<file path="config.mk">
export PLATFORM = sky130hd
export DESIGN_NAME = pjd_match
export DESIGN_NICKNAME = d
export VERILOG_FILES = /design/src/design/pjd_pkg.sv /design/src/design/pjd_match.sv
export SDC_FILE = /design/constraint.sdc
export NUM_CORES = 1
export LEC_CHECK = 0
export BUFFER_PORTS_ARGS = -buffer_cell sky130_fd_sc_hd__buf_2
export CORE_AREA = 2 2 62 64
export DETAILED_ROUTE_END_ITERATION = 16
export DIE_AREA = 0 0 64 66
export GPL_ROUTABILITY_DRIVEN = 0
export PLACE_DENSITY = 0.9
export SLEW_MARGIN = 20
export SYNTH_ARGS = -nofsm -noshare
export SYNTH_HDL_FRONTEND = slang
export SYNTH_SLANG_ARGS = --single-unit
</file>
<file path="constraint.sdc">
create_clock -name vclk -period 3
set_input_delay 0.6 -clock vclk [all_inputs]
set_output_delay 0.6 -clock vclk [all_outputs]
set_load 0.01 [all_outputs]
</file>
<file path="src/design/pjd_pkg.sv">
`timescale 1ns / 1ps
package pjd_pkg;

  localparam int QUEUE_DEPTH_DEF = 1024;
  localparam int WORKERS_DEF     = 8;
  localparam int TYPE_BITS_DEF   = 16;
  localparam int MASK_W          = 16;
  localparam int ENTRY_W         = 32;

  typedef enum logic [1:0] {
    CMD_SUBMIT = 2'd0,
    CMD_DONE   = 2'd1,
    CMD_TICK   = 2'd2,
    CMD_NOP    = 2'd3
  } cmd_e;

  typedef enum logic [1:0] {
    PRIO_LOW    = 2'd0,
    PRIO_NORMAL = 2'd1,
    PRIO_HIGH   = 2'd2
  } prio_e;

  typedef enum logic [2:0] {
    KIND_ASSIGNED  = 3'd0,
    KIND_QUEUED    = 3'd1,
    KIND_DROPPED   = 3'd2,
    KIND_FREED     = 3'd3,
    KIND_STEP_DONE = 3'd4
  } kind_e;

  typedef enum logic [1:0] {
    CFG_WORKER_COUNT = 2'd0,
    CFG_MASKS_LOW    = 2'd1,
    CFG_MASKS_HIGH   = 2'd2
  } cfg_idx_e;

  typedef enum logic [1:0] {
    Q_HIGH   = 2'd0,
    Q_NORMAL = 2'd1,
    Q_LOW    = 2'd2
  } queue_e;

  typedef struct packed {
    logic [1:0]  cmd;
    logic [15:0] job_id;
    logic [15:0] job_class;
    logic [1:0]  priority_req;
    logic [2:0]  worker_index;
  } in_item_t;

  typedef struct packed {
    kind_e       kind;
    logic [2:0]  worker;
    logic [15:0] assigned_job;
    logic [15:0] assigned_type;
    logic [7:0]  busy_map;
    logic        last;
  } out_item_t;

  typedef struct packed {
    logic [1:0]  reg_index;
    logic [63:0] wdata;
  } cfg_item_t;

  typedef struct packed {
    logic       found;
    logic [2:0] idx;
  } match_t;

endpackage

</file>
<file path="src/design/pjd_match.sv">
`timescale 1ns / 1ps
module pjd_match
  import pjd_pkg::*;
#(
  parameter int WORKERS   = WORKERS_DEF,
  parameter int TYPE_BITS = TYPE_BITS_DEF
) (
  input  logic [15:0]               job_class_i,
  input  logic [WORKERS*MASK_W-1:0] masks_i,
  input  logic [WORKERS-1:0]        busy_i,
  input  logic [3:0]                active_i,
  output match_t                    match_o
);

  localparam logic [15:0] MATCH_BITS = 16'((17'd1 << TYPE_BITS) - 17'd1);

  logic [WORKERS-1:0] hit;

  always_comb begin
    for (int i = 0; i < WORKERS; i++) begin
      hit[i] = !busy_i[i] && (4'(i) < active_i) &&
               ((masks_i[i*MASK_W +: MASK_W] & job_class_i & MATCH_BITS) != 16'd0);
    end
  end

  // lowest index wins
  always_comb begin
    match_o = '0;
    for (int i = WORKERS - 1; i >= 0; i--) begin
      if (hit[i]) begin
        match_o.found = 1'b1;
        match_o.idx   = 3'(i);
      end
    end
  end

endmodule

</file>
# [Yosys cells after proc, flatten, opt, wreduce, memory -nomap -nowiden]
# Cells that the tools add are included.
[totals] input_bits=156 out_inout_bits=4 regBits=0
[classes] n_bitwise=8 magnitude_cmp=8 mux=8 n_reduce_logical=32
[op_table] cell="$and 16x16->16" count=8
[op_table] cell="$reduce_bool 16->1" count=8
[op_table] cell="$mux 4" count=8
[op_table] cell="$logic_and 1x1->1" count=16
[op_table] cell="$lt 3x4->1 const A" count=4
[op_table] cell="$logic_not 1->1" count=8
[op_table] cell="$lt 1x4->1 const A" count=2
[op_table] cell="$lt 2x4->1 const A" count=2

# [Logic depth before layout (Yosys ltp)]
[depth] word_depth=11 mapped_depth=7 ltp_nobuf=6

# [Worst setup path after synthesis]
# OpenSTA, ideal clock, no wires.
[synth_path] kind="input-to-output" start="input port job_class_i[6]" end="output port match_o[2] (netlist bit)" t_required_ps=2400 path_slack_ps=480 path_stages=7 arrival_time_ps=1920 path_cell_list="buf_6 -> a22o_1 -> a221oi_2 -> and3_2 -> a311oi_4 -> nor4_4 -> nor2b_1"
[synth_rtl] item="start: declaration" line="pjd_match.sv:8" source="input logic [15:0] job_class_i,"
[synth_rtl] item="end: declaration" line="pjd_match.sv:12" source="output match_t match_o"

==> results.json <==
{
  "floorplan.die_area_um2": 4220,
  "grt.overflow.total": 0,
  "gr-usage-all-layers_pct": 27.2,
  "area_delta_synth_final_pct": 74.3,
  "synth.yosys.seq_area_share_pct": 0,
  "timing.max_cap.violations": 0,
  "drc": 0,
  "path_class": "primary input to primary output",
  "final-hold-violation-count": 0,
  "setup_tns_ns": 0,
  "detail_route.wirelength.met1_um": 2260,
  "outcome": "complete, no violations",
  "wl_per_cell_um": 19.6,
  "layout.cells.most_common": "sky130_fd_sc_hd__buf_2",
  "mappedNetlistNets": 274,
  "dp_worst_setup_slack_ns": 0.151,
  "worst-slew-pin-transition_ns": 0.601,
  "totalWireLength_um": 6090,
  "yosysUniqueCellTypes": 32,
  "detail-route-antenna-nets": 0,
  "io-pin-count": 160,
  "route.top_layer_used": "met4",
  "maxSlewHeadroom_pct": 59.7,
  "core.rowCount": 22,
  "leakagePower_uw": 0.000924,
  "post_synth.cell_area_avg_um2": 8.61,
  "portBuffers": 160,
  "layout.area.seq_um2": 0,
  "n_fill_cell": 382,
  "initialDrtViolationCount": 127,
  "wl_met2_um": 3120,
  "hold_slack_ns": 1.69,
  "grt_antenna_before_repair": 0,
  "cts.hold.buffers_added": 0,
  "rsz0062_at_grt": "no",
  "netlist_top_cells_area": "sky130_fd_sc_hd__a22o_1, sky130_fd_sc_hd__a221oi_1, sky130_fd_sc_hd__buf_2, sky130_fd_sc_hd__a221oi_2, sky130_fd_sc_hd__a22oi_1",
  "grt_first_pass_wirelength_um": 8950,
  "design.seq.count": 0,
  "die-height_um": 66,
  "netlist_instances": 118,
  "mostFrequentLayoutCells": "sky130_fd_sc_hd__buf_2, sky130_fd_sc_hd__a22o_1, sky130_fd_sc_hd__a221oi_1",
  "setup_viol_count_final": 0,
  "cts-resized-gates": 0,
  "die_w_um": 64,
  "worstSetupStartpoint": "job_class_i[0]",
  "timing.critical_path.from_type": "primary input",
  "slew_violations": 0,
  "worst_path_maximum_fanout": 8,
  "finalCritPeriodShare_pct": 94.6,
  "synth_top_area_cell": "sky130_fd_sc_hd__a22o_1",
  "cts_setup_buffers": 0,
  "routed-via-count": 1825,
  "wl_met3_um": 658,
  "crit_path_end_kind": "primary output",
  "place.detailed.hpwl_um": 5130,
  "achievable_freq_mhz": 353,
  "ys.warnings.count": 0,
  "crit_end": "match_o[1]",
  "worst-endpoint-required_ns": 2.40,
  "num_antenna_cells": 0,
  "syn-cell-area_um2": 1020,
  "num-nets-final": 420,
  "vias_in_the_first_global_route": 1849,
  "num-clock-buffers": 0,
  "cp.arrival_ns": 2.24,
  "synth_top_area_share_pct": 23.3,
  "multi_input_area_um2": 910,
  "firstDrtPassIters": 4,
  "floorplan.core_area_um2": 3550,
  "holdCritPathClass": "primary input to primary output",
  "floorplan.initialDensity_pct": 28.6,
  "drive_gt1_share_pct": 66.4,
  "finalWorstPathRequiredPeriod_ns": 2.84,
  "fin_worst_setup_slack_ns": 0.163,
  "hold_path_cell_cnt": 5,
  "p_per_area_nw_per_um2": 142,
  "vdd_ir_drop_max_mv": 0.0723,
  "drt-vias-per-instance": 5.89,
  "grt_max_degree": 9
}
-- power breakdown --
part	switching, µW	internal (µW)
clock network	0	0
logic	116	136
registers	0	0
total	116	136
-- synth_stat cells, drive strengths merged --
cell     n
a211oi   2
a21oi    1
a221o    1
a221oi  29
a22o    29
a22oi    6
a311oi   3
a31oi    1
and3     3
and4     5
buf     16
nand2    2
nand2b   1
nor2     5
nor2b    2
nor3     4
nor4     2
o21a     1
o21bai   1
o221ai   1
o32ai    2
or2      1
-- per-stage QoR --
stage	util (%)	power, µW	std cells	area, µm²
floorplan	-	123	118	1020
global placement	49.9	245	310	1770
detailed placement	49.9	250	310	1770
CTS	49.9	251	310	1770
global route	49.9	271	310	1770
finish	49.9	252	310	1770
-- layout make-up --
class | count | share of cell area [%]
multi-input combinational | 102 | 51.4
timing repair buffer | 160 | 45.2
tap | 48 | 3.39
-- per-layer routing --
layer  up-vias  global-route usage, %
met2       129                   51.2
li1        838                      -
met5         -                      0
met4         0                   3.53
met1       853                   33.1
met3         5                   4.09
-- worst max-delay path: stages --
cell and delay (ns):
sky130_fd_sc_hd__buf_2 0.21, sky130_fd_sc_hd__a22o_1 0.18, sky130_fd_sc_hd__a221oi_1 0.05, sky130_fd_sc_hd__and4_1 0.23, sky130_fd_sc_hd__o32ai_2 0.29, sky130_fd_sc_hd__o221ai_1 0.20
sky130_fd_sc_hd__a211oi_1 0.30, sky130_fd_sc_hd__buf_2 0.18
-- how the worst min path moves through the flow --
stage,startpoint,end,slack [ns]
2_1_floorplan,busy_i[2],match_o[1],1.41
3_3_place_gp,busy_i[2],match_o[1],1.63
3_5_place_dp,busy_i[2],match_o[1],1.69
4_1_cts,busy_i[2],match_o[1],1.68
5_1_grt,busy_i[3],match_o[1],1.70
6_report,busy_i[2],match_o[1],1.69
-- cell families after synthesis --
kind of cell / after synthesis / synth area share [%]
buf+inv: 16 / 10.5
compound gates: 77 / 73.5
simple gates: 25 / 16.0
(Power assumes the default switching activity.)
